## src/hdl/bps_pkg.sv

```systemverilog
// Shared types, codes and size helpers for the bilinear pixel sampler.
// No dependencies; bps_if, bps_front, bps_back, bps_checker and the top level import it.
`default_nettype none

package bps_pkg;

  // Request field widths
  localparam int COL_W      = 8;
  localparam int ROW_W      = 8;
  localparam int PIXIN_W    = 16;
  localparam int POS_W      = 17;
  localparam int SAMPLE_W   = 32;
  localparam int OUT_FRAC   = 16;

  // Configuration port
  localparam int CFG_IDX_W  = 2;
  localparam int CFG_DATA_W = 9;

  localparam logic [CFG_IDX_W-1:0] REG_IMAGE_COLS  = 2'd0;
  localparam logic [CFG_IDX_W-1:0] REG_IMAGE_ROWS  = 2'd1;
  localparam logic [CFG_IDX_W-1:0] REG_INTERPOLATE = 2'd2;

  // Request commands
  localparam logic CMD_WRITE  = 1'b0;
  localparam logic CMD_SAMPLE = 1'b1;

  // Default sizes
  localparam int DEF_MAX_COLS   = 256;
  localparam int DEF_MAX_ROWS   = 256;
  localparam int DEF_FRAC_BITS  = 8;
  localparam int DEF_PIXEL_BITS = 16;

  // Store is split in four banks by column and row parity
  localparam int NUM_BANKS   = 4;
  localparam int QUEUE_DEPTH = 4;

  // Classified request passed from front to back
  typedef struct packed {
    logic       is_write;
    logic       outside;
    logic [3:0] nbr_ok;    // per bank: neighbor lies inside the image
    logic [1:0] wr_bank;   // {row parity, col parity} of a pixel write
  } bps_ctl_t;

  function automatic int bank_depth(int mc, int mr);
    return ((mc + 1) >> 1) * ((mr + 1) >> 1);
  endfunction

  function automatic int bank_aw(int mc, int mr);
    int d;
    d = bank_depth(mc, mr);
    return (d > 1) ? $clog2(d) : 1;
  endfunction

endpackage

`default_nettype wire

```

## src/hdl/bps_if.sv

```systemverilog
// Valid/ready channel interfaces for sampler requests and results.
// Depends on bps_pkg for field widths.
`default_nettype none

interface bps_in_if;
  import bps_pkg::*;

  logic                   valid;
  logic                   ready;
  logic                   cmd;
  logic [COL_W-1:0]       write_col;
  logic [ROW_W-1:0]       write_row;
  logic [PIXIN_W-1:0]     pixel_value;
  logic signed [POS_W-1:0] x_pos;
  logic signed [POS_W-1:0] y_pos;

  modport source (
    output valid, cmd, write_col, write_row, pixel_value, x_pos, y_pos,
    input  ready
  );
  modport sink (
    input  valid, cmd, write_col, write_row, pixel_value, x_pos, y_pos,
    output ready
  );
endinterface


`default_nettype wire

```

## src/hdl/bps_front.sv

```systemverilog
// Front end: configuration registers, request acceptance and classification.
// Works out bank addresses, weights and neighbor masks; depends on bps_pkg, bps_if.
`default_nettype none

module bps_front #(
  parameter int MAX_COLS   = bps_pkg::DEF_MAX_COLS,
  parameter int MAX_ROWS   = bps_pkg::DEF_MAX_ROWS,
  parameter int FRAC_BITS  = bps_pkg::DEF_FRAC_BITS,
  parameter int PIXEL_BITS = bps_pkg::DEF_PIXEL_BITS
) (
  input  wire logic                            clk,
  input  wire logic                            rst_n,
  input  wire logic                            cfg_we,
  input  wire logic [bps_pkg::CFG_IDX_W-1:0]   cfg_index,
  input  wire logic [bps_pkg::CFG_DATA_W-1:0]  cfg_wdata,
  bps_in_if.sink                               in_chan,
  input  wire logic                            q_full,
  output logic                                 q_push,
  output bps_pkg::bps_ctl_t                    q_ctl,
  output logic [bps_pkg::NUM_BANKS-1:0][bps_pkg::bank_aw(MAX_COLS, MAX_ROWS)-1:0] q_addr,
  output logic [1:0][FRAC_BITS:0]              q_wx,
  output logic [1:0][FRAC_BITS:0]              q_wy,
  output logic [PIXEL_BITS-1:0]                q_wdata
);
  import bps_pkg::*;

  localparam int CW    = $clog2(MAX_COLS + 1);
  localparam int RW    = $clog2(MAX_ROWS + 1);
  localparam int AW    = bank_aw(MAX_COLS, MAX_ROWS);
  localparam int HC    = (MAX_COLS + 1) >> 1;
  localparam int UW    = POS_W - 1;              // magnitude bits of a position
  localparam int IXW   = POS_W + 1 - FRAC_BITS;  // neighbor index incl. +1
  localparam int WW    = FRAC_BITS + 1;
  localparam int SCALE = 2 ** FRAC_BITS;
  localparam int HALF  = 2 ** (FRAC_BITS - 1);

  logic [CW-1:0] cols_r;
  logic [RW-1:0] rows_r;
  logic          interp_r;

  // Configuration: clamp image size to the store size at write time
  always_ff @(posedge clk) begin
    if (!rst_n) begin
      cols_r   <= '0;
      rows_r   <= '0;
      interp_r <= 1'b0;
    end else if (cfg_we) begin
      unique case (cfg_index)
        REG_IMAGE_COLS: begin
          cols_r <= (32'(cfg_wdata) > 32'(MAX_COLS)) ? CW'(MAX_COLS) : CW'(cfg_wdata);
        end
        REG_IMAGE_ROWS: begin
          rows_r <= (32'(cfg_wdata) > 32'(MAX_ROWS)) ? RW'(MAX_ROWS) : RW'(cfg_wdata);
        end
        REG_INTERPOLATE: begin
          interp_r <= cfg_wdata[0];
        end
        default: begin
        end
      endcase
    end
  end

  logic [UW-1:0]        ux, uy;
  logic                 x_in, y_in, in_image;
  logic [IXW-1:0]       ix, iy;
  logic [FRAC_BITS-1:0] dx, dy;
  logic [1:0][IXW-1:0]  c_nb, r_nb;    // even / odd parity neighbor
  logic [1:0]           col_ok, row_ok;
  logic                 wr_in_store;
  logic [AW-1:0]        wr_addr;
  logic                 take;

  assign in_chan.ready = !q_full;
  assign take          = in_chan.valid && !q_full;

  always_comb begin
    ux   = in_chan.x_pos[UW-1:0];
    uy   = in_chan.y_pos[UW-1:0];
    x_in = !in_chan.x_pos[POS_W-1] && (32'(ux) <= (32'(cols_r) << FRAC_BITS));
    y_in = !in_chan.y_pos[POS_W-1] && (32'(uy) <= (32'(rows_r) << FRAC_BITS));
    in_image = x_in && y_in;

    // Nearest pixel reuses the blend path with zero fraction
    if (interp_r) begin
      ix = IXW'(ux >> FRAC_BITS);
      iy = IXW'(uy >> FRAC_BITS);
      dx = ux[FRAC_BITS-1:0];
      dy = uy[FRAC_BITS-1:0];
    end else begin
      ix = IXW'((POS_W'(ux) + POS_W'(HALF)) >> FRAC_BITS);
      iy = IXW'((POS_W'(uy) + POS_W'(HALF)) >> FRAC_BITS);
      dx = '0;
      dy = '0;
    end

    c_nb[0] = ix[0] ? ix + IXW'(1) : ix;
    c_nb[1] = ix[0] ? ix : ix + IXW'(1);
    r_nb[0] = iy[0] ? iy + IXW'(1) : iy;
    r_nb[1] = iy[0] ? iy : iy + IXW'(1);

    for (int p = 0; p < 2; p++) begin
      // Nearest pixel uses only the bank of the selected pixel; drop the rest
      col_ok[p] = (32'(c_nb[p]) < 32'(cols_r)) && (interp_r || (ix[0] == 1'(p)));
      row_ok[p] = (32'(r_nb[p]) < 32'(rows_r)) && (interp_r || (iy[0] == 1'(p)));
      // The bank holding the lower neighbor takes the complement weight
      q_wx[p] = (ix[0] == 1'(p)) ? WW'(SCALE) - WW'(dx) : WW'(dx);
      q_wy[p] = (iy[0] == 1'(p)) ? WW'(SCALE) - WW'(dy) : WW'(dy);
    end

    wr_in_store = (32'(in_chan.write_col) < 32'(MAX_COLS)) &&
                  (32'(in_chan.write_row) < 32'(MAX_ROWS));
    wr_addr = AW'(32'(in_chan.write_row[ROW_W-1:1]) * HC +
                  32'(in_chan.write_col[COL_W-1:1]));

    q_ctl.is_write = (in_chan.cmd == CMD_WRITE);
    q_ctl.outside  = !in_image;
    q_ctl.wr_bank  = {in_chan.write_row[0], in_chan.write_col[0]};
    for (int pr = 0; pr < 2; pr++) begin
      for (int pc = 0; pc < 2; pc++) begin
        q_ctl.nbr_ok[pr*2+pc] = in_image && col_ok[pc] && row_ok[pr];
        if (in_chan.cmd == CMD_WRITE) begin
          q_addr[pr*2+pc] = wr_addr;
        end else begin
          q_addr[pr*2+pc] = AW'(32'(r_nb[pr][IXW-1:1]) * HC + 32'(c_nb[pc][IXW-1:1]));
        end
      end
    end

    q_wdata = PIXEL_BITS'(in_chan.pixel_value);
    // Drop writes beyond the store: they change nothing and return nothing
    q_push  = take && ((in_chan.cmd == CMD_SAMPLE) || wr_in_store);
  end

endmodule

`default_nettype wire

```

## src/flat_wrapper.sv

```systemverilog
// flat-port wrapper written by rule: the top's interface ports become plain ports
module bps_front_flat import bps_pkg::*;
#(
  parameter int MAX_COLS   = bps_pkg::DEF_MAX_COLS,
  parameter int MAX_ROWS   = bps_pkg::DEF_MAX_ROWS,
  parameter int FRAC_BITS  = bps_pkg::DEF_FRAC_BITS,
  parameter int PIXEL_BITS = bps_pkg::DEF_PIXEL_BITS
)
  (clk, rst_n, cfg_we, cfg_index, cfg_wdata, q_full, q_push, q_ctl, q_addr, q_wx, q_wy, q_wdata, in_chan_valid, in_chan_cmd, in_chan_write_col, in_chan_write_row, in_chan_pixel_value, in_chan_x_pos, in_chan_y_pos, in_chan_ready);
  bps_in_if in_chan_i ();
  input  wire logic clk;
  input  wire logic rst_n;
  input  wire logic cfg_we;
  input  wire logic [bps_pkg::CFG_IDX_W-1:0] cfg_index;
  input  wire logic [bps_pkg::CFG_DATA_W-1:0] cfg_wdata;
  input  wire logic q_full;
  output logic q_push;
  output bps_pkg::bps_ctl_t q_ctl;
  output logic [bps_pkg::NUM_BANKS-1:0][bps_pkg::bank_aw(MAX_COLS, MAX_ROWS)-1:0] q_addr;
  output logic [1:0][FRAC_BITS:0] q_wx;
  output logic [1:0][FRAC_BITS:0] q_wy;
  output logic [PIXEL_BITS-1:0] q_wdata;
  input wire logic [$bits(in_chan_i.valid)-1:0] in_chan_valid;
  input wire logic [$bits(in_chan_i.cmd)-1:0] in_chan_cmd;
  input wire logic [$bits(in_chan_i.write_col)-1:0] in_chan_write_col;
  input wire logic [$bits(in_chan_i.write_row)-1:0] in_chan_write_row;
  input wire logic [$bits(in_chan_i.pixel_value)-1:0] in_chan_pixel_value;
  input wire logic [$bits(in_chan_i.x_pos)-1:0] in_chan_x_pos;
  input wire logic [$bits(in_chan_i.y_pos)-1:0] in_chan_y_pos;
  output wire logic [$bits(in_chan_i.ready)-1:0] in_chan_ready;
  assign in_chan_i.valid = in_chan_valid;
  assign in_chan_i.cmd = in_chan_cmd;
  assign in_chan_i.write_col = in_chan_write_col;
  assign in_chan_i.write_row = in_chan_write_row;
  assign in_chan_i.pixel_value = in_chan_pixel_value;
  assign in_chan_i.x_pos = in_chan_x_pos;
  assign in_chan_i.y_pos = in_chan_y_pos;
  assign in_chan_ready = in_chan_i.ready;
  bps_front #(.MAX_COLS(MAX_COLS), .MAX_ROWS(MAX_ROWS), .FRAC_BITS(FRAC_BITS), .PIXEL_BITS(PIXEL_BITS)) u_core (.clk(clk), .rst_n(rst_n), .cfg_we(cfg_we), .cfg_index(cfg_index), .cfg_wdata(cfg_wdata), .in_chan(in_chan_i), .q_full(q_full), .q_push(q_push), .q_ctl(q_ctl), .q_addr(q_addr), .q_wx(q_wx), .q_wy(q_wy), .q_wdata(q_wdata));
endmodule
```

## config.mk

```make
export PLATFORM = sky130hd
export DESIGN_NAME = bps_front_flat
export DESIGN_NICKNAME = d
export VERILOG_FILES = /design/src/hdl/bps_pkg.sv /design/src/hdl/bps_if.sv /design/src/hdl/bps_front.sv /design/src/flat_wrapper.sv
export SDC_FILE = /design/constraint.sdc
export NUM_CORES = 1
export LEC_CHECK = 0
export BUFFER_PORTS_ARGS = -buffer_cell sky130_fd_sc_hd__buf_2
export CAP_MARGIN = 40
export CORE_MARGIN = 4
export CORE_UTILIZATION = 45
export CTS_BUF_LIST = sky130_fd_sc_hd__clkbuf_8 sky130_fd_sc_hd__clkbuf_16
export DETAILED_ROUTE_END_ITERATION = 12
export MAX_ROUTING_LAYER = met4
export PLACE_DENSITY = 0.86
export SETUP_SLACK_MARGIN = 0.2
export SYNTH_ARGS = -nofsm -noshare
export SYNTH_HDL_FRONTEND = slang
export SYNTH_SLANG_ARGS = --single-unit
```

## constraint.sdc

```tcl
create_clock -name clk -period 4.4 [get_ports clk]
set_clock_uncertainty 0.2 [all_clocks]
set_input_delay 0.66 -clock clk [delete_from_list [all_inputs] [get_ports clk]]
set_output_delay 0.66 -clock clk [all_outputs]
set_load 0.02 [all_outputs]
```

# Word level (Yosys, flattened, before mapping)
# Index checks and enable logic that the tools add are counted.
[word_totals] register_bits=19 input_bits=83 output_inout_bits=118 word_cells=69
[classes] n_addsub=11 n_lt_le_gt_ge=7 n_eq_ne=2 n_mux=17 n_bitwise=3 reduce_logical=26
[op_table] cell="$mux W9" n=7
[op_table] cell="$add A14 B9 Y14" n=4
[op_table] cell="$mux W14" n=4
[op_table] cell="$lt A10 B9 Y1" n=4
[op_table] cell="$mux W10" n=4
[op_table] cell="$add A16 B8 Y17 const B" n=2
[op_table] cell="$le A16 B17 Y1" n=2
[op_table] cell="$add A9 B1 Y10 const B" n=2
[op_table] cell="$sub A9 B8 Y9 const A" n=2
[op_table] cell="$mux W8" n=2
[op_table] cell="$add A14 B7 Y14" n=1
[op_table] cell="$logic_and A1 B1 Y1" n=14
[op_table] cell="$gt A9 B9 Y1 const B" n=1
[op_table] cell="$reduce_and A2 Y1" n=3
[op_table] cell="$logic_not A1 Y1" n=4
[op_table] cell="$logic_or A1 B1 Y1" n=4
[op_table] cell="$not A1 Y1" n=3
[op_table] cell="$eq A2 B1 Y1 const B" n=1
[op_table] cell="$eq A2 B2 Y1 const B" n=1
[op_table] cell="$logic_not A2 Y1" n=1

# Logic depth before layout (Yosys ltp)
[depth] depth_word=8 depth_mapped=16

# Least setup slack after synthesis
# OpenSTA, ideal clock, no wires.
[synth_path] path_kind="input to output" startpoint="input in_chan_x_pos[7]" endpoint="output q_ctl[5] (netlist name)" arrival_ps=4216 required_time_ps=3540 setup_slack_ps=-676 path_stages=13 cell_sequence="ha_1 nor2b_1 a21o_1 clkbuf_1 ha_1 nand3_1 or3_1 nand3b_1 o21ai_0 ha_1 a2111oi_0 nand2_1 nor4_1"
[synth_rtl] element="start: declaration" line="flat_wrapper.sv:28" source="input wire logic [$bits(in_chan_i.x_pos)-1:0] in_chan_x_pos;"
[synth_rtl] element="end: declaration" line="flat_wrapper.sv:18" source="output bps_pkg::bps_ctl_t q_ctl;"

==> reports/qor.csv <==
metric,value,unit
status,"complete, but fails checks",
violations,setup timing,
cpPeakStageDelay,0.42,ns
max_slew_margin,38.7,%
n_antenna_cell,0,
rows,36,
clk_path_buf_depth,2,
post_drt_wl_per_cell,16.4,µm
grt_use_total,25.9,%
fin_cells,999,
synthMuxAreaShare,2.47,%
cts_sinks,19,
wl,16400,µm
rsz0062_at_grt,true,
synth_xor_area_share,14.3,%
r2r_end,u_core.interp_r$_SDFFE_PN0P_,
antenna_found_initial,0,
ir_drop,124,µV
synth-edff-count,0,
grt_pass1_vias,5247,
initialDrtViolationCount,379,
endpoint_kind,output pin,
max_cap_viol_count,0,
maxUsedRoutingLayer,met4,
fin_ws,-0.224,ns
syn_area_per_cell,7.13,µm²
tightest_slew,0.919,ns
drive_gt1_share,39.5,%
seq_area_frac_synth,8.15,%
grt_pass1_wl,24700,µm
place.gp.congestion,0.933,
die_w,110,µm
final_cell_mix,"132 x buf_2, 95 x buf_4, 92 x nand2_1, 53 x ha_1, 51 x nor2_1",
yosysWarnings,0,
leakagePower,0.00300,µW
vias,5462,
vias_per_cell,5.47,
syn_inst,655,
min_path_cells,2,
crit_required,3.54,ns
clk_pin_slew,0.08,ns
synth_seq_cells,19,
hold_start,u_core.cols_r[6]$_SDFFE_PN0P_,
grt_max_degree,52,
ys_types,57,
rr_startpoint,u_core.interp_r$_SDFFE_PN0P_,
p_per_area,173,nW/µm²
place_inst,974,
arrival,3.76,ns
fmax,0.216,GHz
cts_tree,yes,
insertion_delay,0.26,ns
path_cells,buf_8 > ha_4 > nor2b_4 > a21o_1 > ha_4 > nand3_2 > or3_4 > nand3b_1 > o21ai_2 > ha_2 > inv_2 > fa_2 > buf_6 > a21oi_4 > xnor2_2 > a21oi_2 > buf_6,
htreeDepth,1,
drv_slew,0,
ys.flop_type,dfxtp_1,
hp-class,flip-flop to flip-flop,
hold_viol,0,
layout_commonest_cell,buf_2,
core,9950,µm²
die_h,110,µm
reg2reg_slack,3.23,ns
yosys.area_share.simple,26.1,%
period_needed,4.62,ns
cts_hold_buffers,0,
synth_area,4670,µm²
wl_met2,7950,µm
dr.pass1.iters,8,
async_flop_share,0,%
crit_fanout,3,
cts_buffers,3,
dr_wl_met3,994,µm
period_share,105,%
detailed_place_hpwl,12500,µm
io-pin-count,201,
fill_cells,828,
wl_met1,6900,µm
areaGrowthSynthToFinish,42.7,%
final_antenna_net_count,0,
nNetsFinal,1016,
crit_type,input port to output pin,
start_util,46.9,%
die_area,12100,µm²
start_kind,input port,
setup_violations,14,
remaining_drc_errors,0,
tns,-1.73,ns
ff2ff_path_depth,3,
synth-adder-area-share,18.3,%
port_buffers,164,
critPathSlowestCell,fa_2,
grt_overflow,0,
cts_root_buffer,clkbuf_8,
synth_compound_area_share,19.9,%
synth_top_family_by_area,simple AND/OR/NAND/NOR gates,
min_to,u_core.cols_r[6]$_SDFFE_PN0P_,
==> metal layers <==
metal | vias up | global-route usage, %
met1 | 2514 | 31.7
li1 | 2642 | -
met4 | 0 | 8.82
met2 | 255 | 44.9
met5 | - | -
met3 | 51 | 2.00
==> worst max path at each step <==
stage | slack, ns | end | from
6_report | -0.22 | q_addr[11] | in_chan_x_pos[7]
5_1_grt | -0.34 | q_addr[9] | in_chan_x_pos[7]
2_1_floorplan | 0.13 | q_ctl[3] | in_chan_x_pos[8]
4_1_cts | -0.1 | q_addr[41] | in_chan_x_pos[7]
3_3_place_gp | -0.22 | q_addr[13] | in_chan_x_pos[8]
3_5_place_dp | -0.30 | q_addr[11] | in_chan_x_pos[8]
==> synthesized netlist by cell type, types with 3 or more instances <==
master	n	area share [%]
inv_1	38	3.1
a211oi_1	5	0.80
nand2_1	95	7.6
a21oi_1	39	4.2
o21ai_0	38	4.1
and3_1	3	0.40
clkinv_1	4	0.32
a21o_1	7	1.1
o31a_1	3	0.56
dfxtp_1	19	8.2
nand4_1	6	0.80
nor3_1	5	0.54
or3_1	12	1.6
nor4_1	9	1.2
nand3b_1	7	1.1
mux2_2	8	1.9
xnor2_1	47	8.8
nand4b_1	5	0.94
ha_1	62	17
nor2b_1	20	2.7
buf_4	36	5.8
xor2_1	24	4.5
fa_1	4	1.7
clkbuf_1	17	1.4
nand3_1	13	1.4
nor2_1	55	4.4
o211ai_1	3	0.48
a21boi_0	20	3.2
o21a_1	13	2.1
==> power breakdown <==
part / total [µW] / switching, µW / internal [µW]
Combinational: 850 / 478 / 372
Sequential: 178 / 2.75 / 176
Clock: 126 / 62.2 / 63.9
==> what timing repair did <==
item | in CTS | in global routing
setup buffers | 17 | 4
resized for setup | 83 | 30
pin swaps | 48 | 29
endpoints found under the setup margin | 25 | 30
==> flip-flops by register name, summed over array words and instances (netlist names) <==
register / cells
u_core.cols_r: 9
u_core.interp_r: 1
u_core.rows_r: 9
==> critical path, delay by kind of cell <==
| kind | cells | cell delay, ns |
|---|---|---|
| buffers and inverters | 4 | 0.44 |
| xor gates and xnor gates | 1 | 0.08 |
| adders and majority gates | 4 | 1.08 |
| AOI/OAI and AO/OA | 4 | 0.72 |
| and+or+nand+nor | 4 | 0.78 |
==> stage by stage <==
step / util, % / power (µW) / hold WS [ns] / setup WS, ns / instance area [µm²]
after floorplan: - / 686 / 0.243 / 0.134 / 4890
after global routing: 66.9 / 1240 / 0.294 / -0.339 / 6660
after CTS: 65.3 / 1110 / 0.274 / -0.0974 / 6500
after detailed placement: 60.8 / 920 / 0.263 / -0.302 / 6050
after global placement: 60.8 / 905 / 0.252 / -0.219 / 6050
final: 66.9 / 1150 / 0.273 / -0.224 / 6660
==> layout make-up <==
class / count / area, µm² / area share, %
well taps: 133 / 166 / 2.50
flip-flops and latches: 19 / 380 / 5.71
repair buffers: 255 / 1690 / 25.4
inverters: 42 / 158 / 2.37
clock inverters: 1 / 7.51 / 0.113
clock buffers: 3 / 41.3 / 0.620
multi-input cells: 546 / 4210 / 63.3
==> logic make-up (layout without fill, tap and decap cells) <==
| kind of cell | count (synthesis) | after routing |
|---|---|---|
| compound gates | 141 | 141 |
| xor+xnor | 73 | 73 |
| fa+ha+maj | 66 | 66 |
| buf+inv | 96 | 301 |
| flops | 19 | 19 |
| mux | 10 | 10 |
| other cells | 2 | 8 |
| simple gates | 248 | 248 |
Power figures use the tool's default switching activity.
