[src/hdl/bps_queue.sv]
// Short FIFO between the request classifier and the sampling pipeline.
// No dependencies.
`default_nettype none

module bps_queue #(
  parameter int WIDTH = 8,
  parameter int DEPTH = 4
) (
  input  wire logic             clk,
  input  wire logic             rst_n,
  input  wire logic             push,
  input  wire logic [WIDTH-1:0] din,
  output logic                  full,
  input  wire logic             pop,
  output logic                  valid,
  output logic      [WIDTH-1:0] dout
);

  localparam int PW = (DEPTH > 1) ? $clog2(DEPTH) : 1;
  localparam int CW = $clog2(DEPTH + 1);

  logic [DEPTH-1:0][WIDTH-1:0] slot_r;
  logic [PW-1:0]               wr_ptr_r, rd_ptr_r;
  logic [CW-1:0]               count_r, count_nxt;

  function automatic logic [PW-1:0] ptr_inc(logic [PW-1:0] p);
    return (p == PW'(DEPTH - 1)) ? '0 : p + PW'(1);
  endfunction

  always_comb begin
    count_nxt = count_r + CW'(push) - CW'(pop);
  end

  always_ff @(posedge clk) begin
    if (!rst_n) begin
      wr_ptr_r <= '0;
      rd_ptr_r <= '0;
      count_r  <= '0;
    end else begin
      if (push) begin
        wr_ptr_r <= ptr_inc(wr_ptr_r);
      end
      if (pop) begin
        rd_ptr_r <= ptr_inc(rd_ptr_r);
      end
      count_r <= count_nxt;
    end
  end

  always_ff @(posedge clk) begin
    if (push) begin
      slot_r[wr_ptr_r] <= din;
    end
  end

  assign full  = (count_r == CW'(DEPTH));
  assign valid = (count_r != '0);
  assign dout  = slot_r[rd_ptr_r];

endmodule

`default_nettype wire

[config.mk]
export PLATFORM = sky130hd
export DESIGN_NAME = bps_queue
export DESIGN_NICKNAME = d
export VERILOG_FILES = /design/src/hdl/bps_queue.sv
export SDC_FILE = /design/constraint.sdc
export NUM_CORES = 1
export LEC_CHECK = 0
export BUFFER_PORTS_ARGS = -buffer_cell sky130_fd_sc_hd__buf_4
export CAP_MARGIN = 20
export CORE_MARGIN = 4
export CORE_UTILIZATION = 55
export DETAILED_ROUTE_END_ITERATION = 16
export GPL_ROUTABILITY_DRIVEN = 1
export PLACE_DENSITY_LB_ADDON = 0.25
export SYNTH_ARGS = -nofsm -noshare
export SYNTH_HDL_FRONTEND = slang
export SYNTH_SLANG_ARGS = --single-unit
[constraint.sdc]
create_clock -name clk -period 2.4 [get_ports clk]
set_input_delay 0.48 -clock clk [delete_from_list [all_inputs] [get_ports clk]]
set_output_delay 0.48 -clock clk [all_outputs]
set_load 0.1 [all_outputs]
After elaboration in Yosys (flattened, before gate mapping):

Index checks and enable logic that the tools add are counted.

* $add $sub $neg: 4
* multiply operators: 0
* div/mod/pow operators: 0
* magnitude comparators: 3
* equality and inequality tests: 3
* shift operators: 0
* multiplexer cells: 7
* bitwise operators: 0
* reduce and logical (&&, ||, !) cells: 2

Operators with widths (number)
* $bwmux W32: 1
* $bmux W8 S2: 1
* $demux W8 S2: 1
* $mux W8: 2
* $lt A2 B3 Y1 const B: 2
* $add A2 B1 Y2 const B: 2
* $eq A2 B2 Y1 const B: 2
* $mux W2: 2
* $add A3 B1 Y3: 1
* $eq A3 B3 Y1 const B: 1
* $reduce_bool A3 Y1: 1
* $sub A3 B1 Y3: 1
* $ge A2 B1 Y1 const B: 1
* $logic_and A1 B1 Y1: 1

* register bits: 39
* latch bits: 0
* memory bits (writable): 0
* ROM bits: 0
* memories kept: 0

Logic depth before layout (Yosys ltp):

Gate-level depths: netlist (run 1).

* depth after elaboration: 5
* gate-level depth with buffers: 7
* depth with buffers taken out: 7

Worst setup path after synthesis (run 1):

Ideal clock, no wire load.

* path kind: input port to flip-flop
* start point: input port pop
* end point: register count_r[2]
* library setup time: 0.117 ns
* arrival: 1.684 ns
* required time: 2.283 ns
* path slack: 0.599 ns
* stages: 6
* path through: ha_1 inv_1 ha_1 fa_1 xor3_1 nor2_1

* cells in the longest elaborated chain, start to end: 1

RTL lines
* start: declaration: RTL line 14 `input wire logic pop,`
* $sub A3 B1 Y3: RTL line 31 `count_nxt = count_r + CW'(push) - CW'(pop);`
* end signal: assignment: RTL line 46 `count_r <= count_nxt;`
* end: declaration: RTL line 24 `logic [CW-1:0] count_r, count_nxt;`

No other way between the ends.
A chain may end at the register's enable or synchronous reset.

Worst setup path after layout (run 1):

* start point: register rd_ptr_r[0]
* end point: output port dout[3]

* cells in the longest elaborated chain, start to end: 2

RTL lines
* start: declaration: RTL line 23 `logic [PW-1:0] wr_ptr_r, rd_ptr_r;`
* start signal: assignment: RTL line 44 `rd_ptr_r <= ptr_inc(rd_ptr_r);`
* $bmux W8 S2: RTL line 58 `assign dout = slot_r[rd_ptr_r];`
* $mux W8 (implied by the code): RTL line 58
* end: declaration: RTL line 16 `output logic [WIDTH-1:0] dout`

No other way between the ends. The select of a mux whose other input is x is not followed.

==> run metrics, run 1 <==
post-synthesis cell type count 19; Initial Utilization 57.4%; CTS Buf Count 5; Crit path required time 1.92 ns; Max Clock Freq 462 MHz; routability cong. 0.714; Critical Path AT about 1.7 ns; I/O Buffers 21; pins over their slew limit 0; register area 0.00110 mm^2; Min Hold Slack ~0.34 ns; Sinks on Clock Net 39; min Tclk post-route between 2 and 2.5 ns; Synth top area share 60.8%; DR DRC count 0; Ys Warns 0; Post-Route Setup TNS 0 ns; WL final 2300 um; status completed; worst hold path type input pin to flop; # Max-Cap Violations 0; CTS tree done; die area 0.00380 mm^2; Post-Syn Instances 84; CTS Root Cell clkbuf_4; Worst slew margin 69.5%; Hold Fails Final Rpt 0; clk slew on worst S/H paths 0.10 ns; CP Capture Type primary output; Worst Max-Slew Pin Slew 0.457 ns; multi-input logic area 438 um^2; register area share after synthesis 69.6%; fin area about 0.0018 mm^2; Leakage just under 0.7 nW; Die W 61.6 um; final global-route overflow total 0; CP Class flop to primary output; final setup fails 0; chip height 61.6 um; overall routing resource usage 15.2%; first drt pass iteration count 4; Synth Net Count 104; I/O pin count 22; RSZ-0062 raised after global routing false; antenna-violating nets left 0; drt wl/cell 16.2 um; startpoint types flop; peak supply drop ~0.94 mV; Fillers 191; fraction of layout cells with a size suffix above 1 32.4%; total power per unit cell area 840 mW/mm^2; part of the cycle the worst path needs 90.1%; H-tree depth 2; via-per-instance ratio between 5 and 6; Post-DP Area 0.00176 mm^2; first-pass GRT wire length 3790 um; post-synthesis register bit count 39; Layout area overhead 14.6%; worst-path fanout max 11; vias in the first global route 834; NumNets Final 130; clk_lat worst skew 0.33 ns; largest net degree at the start of global routing 12; biggest area consumer among synthesized cells edfxtp_1; Max Buffers Root-to-Sink 2; clock skew roughly 0.0047 ns; core box area 0.00276 mm^2; Avg Inst Size Synth approximately 19 um^2; initial antenna violation count 0; Synth area leaders edfxtp_1 (61%), mux4_2 (11%), dfxtp_1 (8.9%); standard-cell rows 19; hpwl dp 1660 um; via count around 770; ant diodes 0; synthesized area ~0.0016 mm^2; initial DRC count 20
-- kinds of logic (layout without fill, tap and decap cells) --
logic type	count (synthesis)	in the layout	synth area share (%)
multiplexers	10	10	12.7
adder cells (fa/ha/maj)	8	8	6.80
AO/OA/AOI/OAI	2	2	0.870
buffers and inverters	9	36	2.69
AND/OR/NAND/NOR	15	15	5.86
XOR/XNOR	1	1	1.50
flip-flops	39	39	69.6
-- timing repair --
item                                    in CTS  in global routing
gates resized for setup                      1                  0
hold buffers                                 0                  0
setup buffers                                0                  0
endpoints found under the setup margin       8                  0
-- per-layer routing --
metal	vias to the layer above	GRT usage [%]	wire, um
li1	369	-	-
met1	370	16.2	819
met2	20	25.4	1260
met3	9	3.98	126
met4	0	11.8	94
met5	-	0	0
-- critical path: stages, from the launching register on --
cell     delay, ns
dfxtp_2       0.54
mux4_2        0.56
buf_4         0.25
-- final cells by class --
class,instances,area share [%]
sequential,39,60.8
multi-input combinational,36,24.2
timing repair buffer,21,8.70
clock buffer,6,2.28
tap,31,2.14
inverter,7,1.45
clock inverter,2,0.414
-- registers in the layout, summed over array words and instances, names as in the netlist --
name      flops
slot_r       32
count_r       3
rd_ptr_r      2
wr_ptr_r      2
-- synth_stat cells --
| master | n |
|---|---|
| mux4_2 | 8 |
| or3_1 | 1 |
| edfxtp_1 | 32 |
| or3b_1 | 2 |
| buf_2 | 1 |
| dfxtp_1 | 7 |
| and3_1 | 1 |
| xor3_1 | 1 |
| or2b_1 | 1 |
| mux2i_1 | 2 |
| ha_1 | 7 |
| inv_1 | 7 |
| fa_1 | 1 |
| a21oi_1 | 1 |
| nand2b_1 | 1 |
| buf_6 | 1 |
| a21oi_2 | 1 |
| and2_1 | 6 |
| nor2_1 | 3 |
-- final timing paths --
| path | startpoint | endpoint | slack (ns) | cells after the start |
|---|---|---|---|---|
| hold reg to reg | wr_ptr_r[0] | wr_ptr_r[0] | 0.54 | 2 |
| setup / recovery | rd_ptr_r[0] | dout[3] | 0.24 | 2 |
| hold / removal | din[7] | slot_r[7] | 0.34 | 1 |
| setup reg to reg | count_r[0] | count_r[2] | 0.65 | 7 |
-- stage by stage --
step           std cells  power [W]  setup slack (ns)  utilization, %
6_report             142    0.00152             0.237            65.7
4_1_cts              142    0.00155             0.182            65.7
3_5_place_dp         134    0.00125             0.347            63.9
3_3_place_gp         134    0.00124             0.377            63.9
2_1_floorplan         84    0.00116             0.599               -
5_1_grt              142    0.00160             0.121            65.7
-- cell usage in the layout (no fill, tap or decap), types with 2 or more instances in the layout --
cell	netlist	layout
edfxtp_1	32	32
buf_4	0	21
mux4_2	8	8
inv_1	7	7
ha_1	7	7
and2_1	6	6
dfxtp_1	7	6
clkbuf_4	0	5
nor2_1	3	3
or3b_1	2	2
mux2i_1	2	2
clkinv_1	0	2
-- power by group --
part | leakage (nW) | internal [W] | switching (W) | total [W]
Sequential | 0.352 | 0.000774 | 0.0000278 | 0.000802
Clock | 0.0273 | 0.000108 | 0.000186 | 0.000295
Combinational | 0.302 | 0.000129 | 0.000295 | 0.000425
Note: power is estimated with default switching activity, not from simulation.
==> inputs of run 2 (changes only) <==
--- a/config.mk
+++ b/config.mk
@@ -7,6 +7,7 @@
 export LEC_CHECK = 0
 export BUFFER_PORTS_ARGS = -buffer_cell sky130_fd_sc_hd__buf_4
 export CAP_MARGIN = 20
+export CORE_ASPECT_RATIO = 0.9
 export CORE_MARGIN = 4
 export CORE_UTILIZATION = 55
 export DETAILED_ROUTE_END_ITERATION = 16
@@ -15,3 +16,4 @@
 export SYNTH_ARGS = -nofsm -noshare
 export SYNTH_HDL_FRONTEND = slang
 export SYNTH_SLANG_ARGS = --single-unit
+export TNS_END_PERCENT = 50
==> run 2 against run 1 <==
  * Clock skew grew 0.0022 ns
  * Hold slack lost 0.0013 ns
  * Fmax shrank 0.44%
  * Largest cell class unchanged
==> run metrics, run 2 (synthesis gave the netlist of run 1 again) <==
Max Clock Freq 460 MHz (-0.44%); Worst Max-Slew Pin Slew 0.470 ns (+0.0134 ns); RSZ-0062 raised after global routing false; die area 0.00380 mm^2 (about the same); via-per-instance ratio 5.13 (-5.2%); commonest non-fill, non-tap cell in the layout edfxtp_1; most flop-heavy register slot_r; startpoint types flop; final setup fails 0 (unchanged); total power per unit cell area 936 mW/mm^2 (+11%); clock skew 0.00690 ns (+0.00219 ns); first drt pass iteration count 6 (+2); I/O Buffers 21 (unchanged); Initial Utilization 57.6% (+0.21 points); overall routing resource usage 14.8% (-0.43 points); Crit path required time 1.92 ns (about the same); Min Hold Slack 0.338 ns (-0.00134 ns); chip height 58.9 um (-4.5%); routability cong. 0.676 (-5.3%); ant diodes 0 (unchanged); hpwl dp 1730 um (+3.9%); pins over their slew limit 0 (unchanged); CTS tree done; worst hold path type input pin to flop; standard-cell rows 18 (-1); status completed; # Post-CTS Setup Buffers 0 (unchanged); Worst slew margin 68.6% (-0.89 points); core box area 0.00275 mm^2 (-0.36%); first-pass GRT wire length 3990 um (+5.3%); Hold Fails Final Rpt 0 (unchanged); min Tclk post-route 2.17 ns (+0.00963 ns); drt wl/cell 15.7 um (-2.9%); # Max-Cap Violations 0 (unchanged); CTS Root Cell clkbuf_4; initial antenna violation count 0 (unchanged); CP Class flop to primary output; fin area 0.00188 mm^2 (+3.5%); clk slew on worst S/H paths 0.11 ns (about the same); DR DRC count 0 (unchanged); vias in the first global route 846 (+1.4%); peak supply drop 0.759 mV (-19%); Post-Route Setup TNS 0 ns (unchanged); CP Capture Type primary output; final global-route overflow total 0 (unchanged); Max Buffers Root-to-Sink 2 (unchanged); fraction of layout cells with a size suffix above 1 34.2% (+1.8 points); clk_lat worst skew 0.33 ns (about the same); biggest regs slot_r: 32 flops, count_r: 3 flops; largest net degree at the start of global routing 13 (+1); worst-path fanout max 11 (unchanged); initial DRC count 8 (-60%); commonest cells after routing, fill and taps aside edfxtp_1 (32), buf_4 (21), mux4_2 (8); WL final 2370 um (+3.2%); part of the cycle the worst path needs 90.5% (+0.40 points); max reg flops 32 (unchanged); H-tree depth 2 (unchanged); CTS Hold Bufs 0 (unchanged); Layout area overhead 18.6%; Sinks on Clock Net 39 (unchanged); CTS Buf Count 5 (unchanged); Post-DP Area 0.00177 mm^2 (+0.64%); antenna-violating nets left 0 (unchanged); Die W 64.5 um (+4.7%); Critical Path AT 1.69 ns (about the same); Leakage 0.707 nW (+3.7%); NumNets Final 130 (unchanged); via count 774 (+0.78%); I/O pin count 22 (unchanged)
-- run 2: cell count changes in the layout (fill, tap and decap cells not counted), sizes merged --
cell,before,now
bufinv,0,2
clkinv,2,0
-- run 2: area by class of cell --
| class | instances | area, um^2 |
|---|---|---|
| clock buffers | 6 | 41.3 |
| clock inverters | 2 | 60.1 |
| multi-input cells | 36 | 438 |
| well taps | 40 | 50.0 |
| inverters | 7 | 26.3 |
| repair buffers | 21 | 158 |
| fillers | 202 | 872 |
| flip-flops and latches | 39 | 1100 |
-- run 2: timing repair --
| item | CTS | global route |
|---|---|---|
| resized for setup | 1 | 0 |
| endpoints found under the hold margin | 0 | 0 |
| setup endpoints to repair | 8 | 0 |
-- run 2: worst max-delay path, cell delays in order, from the launching register on --
cell	delay (ns)
dfxtp_2	0.55
mux4_2	0.56
buf_4	0.25
-- run 2: through the flow --
stage               util, %  instances  worst slack, ns  power, W
global route           68.3        151            0.120   0.00183
global placement       64.5        143            0.362   0.00124
detailed placement     64.5        143            0.320   0.00125
floorplan                 -         84            0.599   0.00116
finish                 68.3        151            0.227   0.00175
CTS                    68.3        151            0.191   0.00177
-- run 2: path summary, 6_finish.rpt --
kind	to	cells past startpoint	slack, ns	start
setup / recovery	dout[2]	2	0.23	rd_ptr_r[0]
hold / removal	slot_r[17]	1	0.34	din[1]
setup reg to reg	count_r[2]	7	0.65	count_r[0]
hold reg to reg	wr_ptr_r[0]	2	0.54	wr_ptr_r[0]
-- run 2: report_power, final --
part	total [W]	switching, W	internal (W)
combinational	0.000429	0.000298	0.000131
clock	0.000523	0.000198	0.000325
sequential	0.000803	0.0000290	0.000774
total	0.00175	0.000525	0.00123
-- run 2: routing by layer --
metal  wire (um)  part of all wire, %  GRT usage, %  vias up
li1            -                    -             -      366
met1         978                   41          18.4      385
met2        1230                   52          24.0       18
met3         122                  5.1          4.77        5
met4          42                  1.8          6.33        0
met5           0                    0             0        -
==> inputs of run 3 (changes only) <==
--- a/config.mk
+++ b/config.mk
@@ -9,7 +9,7 @@
 export CAP_MARGIN = 20
 export CORE_ASPECT_RATIO = 0.9
 export CORE_MARGIN = 4
-export CORE_UTILIZATION = 55
+export CORE_UTILIZATION = 35
 export DETAILED_ROUTE_END_ITERATION = 16
 export GPL_ROUTABILITY_DRIVEN = 1
 export PLACE_DENSITY_LB_ADDON = 0.25
==> run 3 against run 2 <==
  * Non-clock buffer count did not move
  * Register-to-register slack improved by 0.02 ns
  * Core utilization fell by 24 points
  * Final cell count rose by 13%
  * Design area rose by 0.27%
==> run metrics, run 3 (synthesis gave the netlist of run 1 again) <==
status completed; multi-input logic area 438 um^2 (unchanged); worst r2r src count_r[0]; CP Capture Type primary output; total power per unit cell area 873 mW/mm^2 (-6.7%); via count 756 (-2.3%); hpwl dp 1770 um (+2.3%); fin area 0.00188 mm^2 (+0.27%); Critical Path AT 1.64 ns (-0.05 ns); ant diodes 0 (unchanged); overall routing resource usage 9.50% (-5.3 points); clk slew on worst S/H paths 0.07 ns (-0.04 ns); clk_lat worst skew 0.28 ns (-0.05 ns); crit-path max cell delay 0.56 ns (about the same); Leakage 0.696 nW (-1.4%); largest net degree at the start of global routing 12 (-1); final setup fails 0 (unchanged); first-pass GRT wire length 3870 um (-3.0%); startpoint types flop; initial DRC count 45 (+37); final global-route overflow total 0 (unchanged); Util after Layout 44.7% (-24 points); initial antenna violation count 0 (unchanged); drt wl/cell 14.7 um (-6.3%); vias in the first global route 774 (-8.5%); pre-CTS setup slack 0.310 ns (-0.0100 ns); CTS Hold Bufs 0 (unchanged); RSZ-0062 raised after global routing false; Internal Dissipation 0.00111 W (-10%); Post-Route Setup TNS 0 ns (unchanged); pins over their slew limit 0 (unchanged); routability cong. 0.685 (+1.4%); chip height 71.8 um (+22%); Min Hold Slack 0.392 ns (+0.0542 ns); peak supply drop 0.310 mV (-59%); biggest regs slot_r: 32 flops, count_r: 3 flops; worst path cell trace mux4_2 -> buf_4; Post-DP Area 0.00180 mm^2 (+1.4%); worst hold path type input pin to flop; CTS tree done; standard-cell rows 22 (+4); # Max-Cap Violations 0 (unchanged); reg2reg path depth 7 (unchanged); antenna-violating nets left 0 (unchanged); hold path endpoint slot_r[30]; r2r setup slk 0.67 ns (+0.02 ns); Max Buffers Root-to-Sink 2 (unchanged); final worst slack 0.284 ns (+0.0569 ns); first drt pass iteration count 4 (-2); Hold Fails Final Rpt 0 (unchanged); CP Class flop to primary output; worst hold start din[6]; highest-delay cell along the critical path mux4_2; via-per-instance ratio 4.42 (-14%); DR DRC count 0 (unchanged); Worst Max-Slew Pin Slew 0.453 ns (-0.0167 ns); part of the cycle the worst path needs 88.2% (-2.4 points); Max Clock Freq 473 MHz (+2.7%); max reg flops 32 (unchanged); Worst slew margin 69.8% (+1.2 points); clock skew 0.00476 ns (-0.00215 ns); register area 0.00110 mm^2 (unchanged); CTS Buf Count 5 (unchanged); NetSw 0.000535 W (+1.9%); Sinks on Clock Net 39 (unchanged); Fillers 372 (+84%); I/O Buffers 21 (unchanged); die area 0.00566 mm^2 (+49%); Die W 78.9 um (+22%); Layout area overhead 18.9%; sequential fraction of design power 48.9% (+3.2 points); NumNets Final 130 (unchanged); most flop-heavy register slot_r; worst-path fanout max 11 (unchanged); min Tclk post-route 2.12 ns (-0.0569 ns); WHS Path Cells 1 (unchanged); WL final 2520 um (+6.1%); Initial Utilization 37.6% (-20 points); core box area 0.00421 mm^2 (+53%); I/O pin count 22 (unchanged); Clk pwr share 25.3% (-4.5 points); H-tree depth 2 (unchanged); commonest non-fill, non-tap cell in the layout edfxtp_1; fraction of layout cells with a size suffix above 1 33.3% (-0.90 points); commonest cells after routing, fill and taps aside edfxtp_1 (32), buf_4 (21), mux4_2 (8); Switching Share 32.6% (+2.7 points); reg-to-reg endpoint count_r[2]; CTS Root Cell clkbuf_8; Crit path required time 1.92 ns (about the same); Comb pwr share 25.8% (+1.4 points)
## run 3: worst max-delay path by stage
stage            endpoint  slack (ns)         from
2_1_floorplan  count_r[2]        0.60          pop
3_3_place_gp      dout[3]        0.34  rd_ptr_r[0]
3_5_place_dp      dout[3]        0.31  rd_ptr_r[0]
4_1_cts           dout[3]       0.001  rd_ptr_r[0]
5_1_grt           dout[0]        0.19  rd_ptr_r[0]
6_report          dout[3]        0.28  rd_ptr_r[0]
## run 3: per-layer routing
layer	up-vias	track usage (%)	part of all wire (%)
li1	364	-	-
met1	372	10.5	42
met2	16	15.4	51
met3	4	4.65	5.5
met4	0	4.58	1.1
met5	-	0	0
## run 3: what timing repair did
action                                  in CTS  in global routing
endpoints found under the setup margin       0                  8
buffers inserted                             0                  0
resized for setup                            0                  1
## run 3: critical path, delay by kind of cell, from the launching register on
kind	cells	cell delay [ns]
mux	1	0.56
buf+inv	1	0.25
flops	1	0.54
## run 3: final cells by class
cell class / instances / area share (%)
clock buffers: 7 / 4.06
clock inverters: 1 / 0.266
inverters: 7 / 1.40
multi-input cells: 36 / 23.3
flip-flops and latches: 39 / 58.6
well taps: 60 / 3.99
repair buffers: 21 / 8.38
## run 3: power by group through the flow
stage	Sequential, W	Combinational [W]	Clock [W]
2_1_floorplan	0.000803	0.000353	0
3_5_place_dp	0.000820	0.000428	0
5_1_grt	0.000810	0.000443	0.000455
6_report	0.000803	0.000423	0.000415
4_1_cts	0.000805	0.000428	0.000428
3_3_place_gp	0.000818	0.000421	0
## run 3: per-stage QoR
| stage | total power [W] | std cells |
|---|---|---|
| 4_1_cts | 0.00166 | 171 |
| 5_1_grt | 0.00171 | 171 |
| 3_3_place_gp | 0.00124 | 163 |
| 3_5_place_dp | 0.00125 | 163 |
| 2_1_floorplan | 0.00116 | 84 |
| 6_report | 0.00164 | 171 |
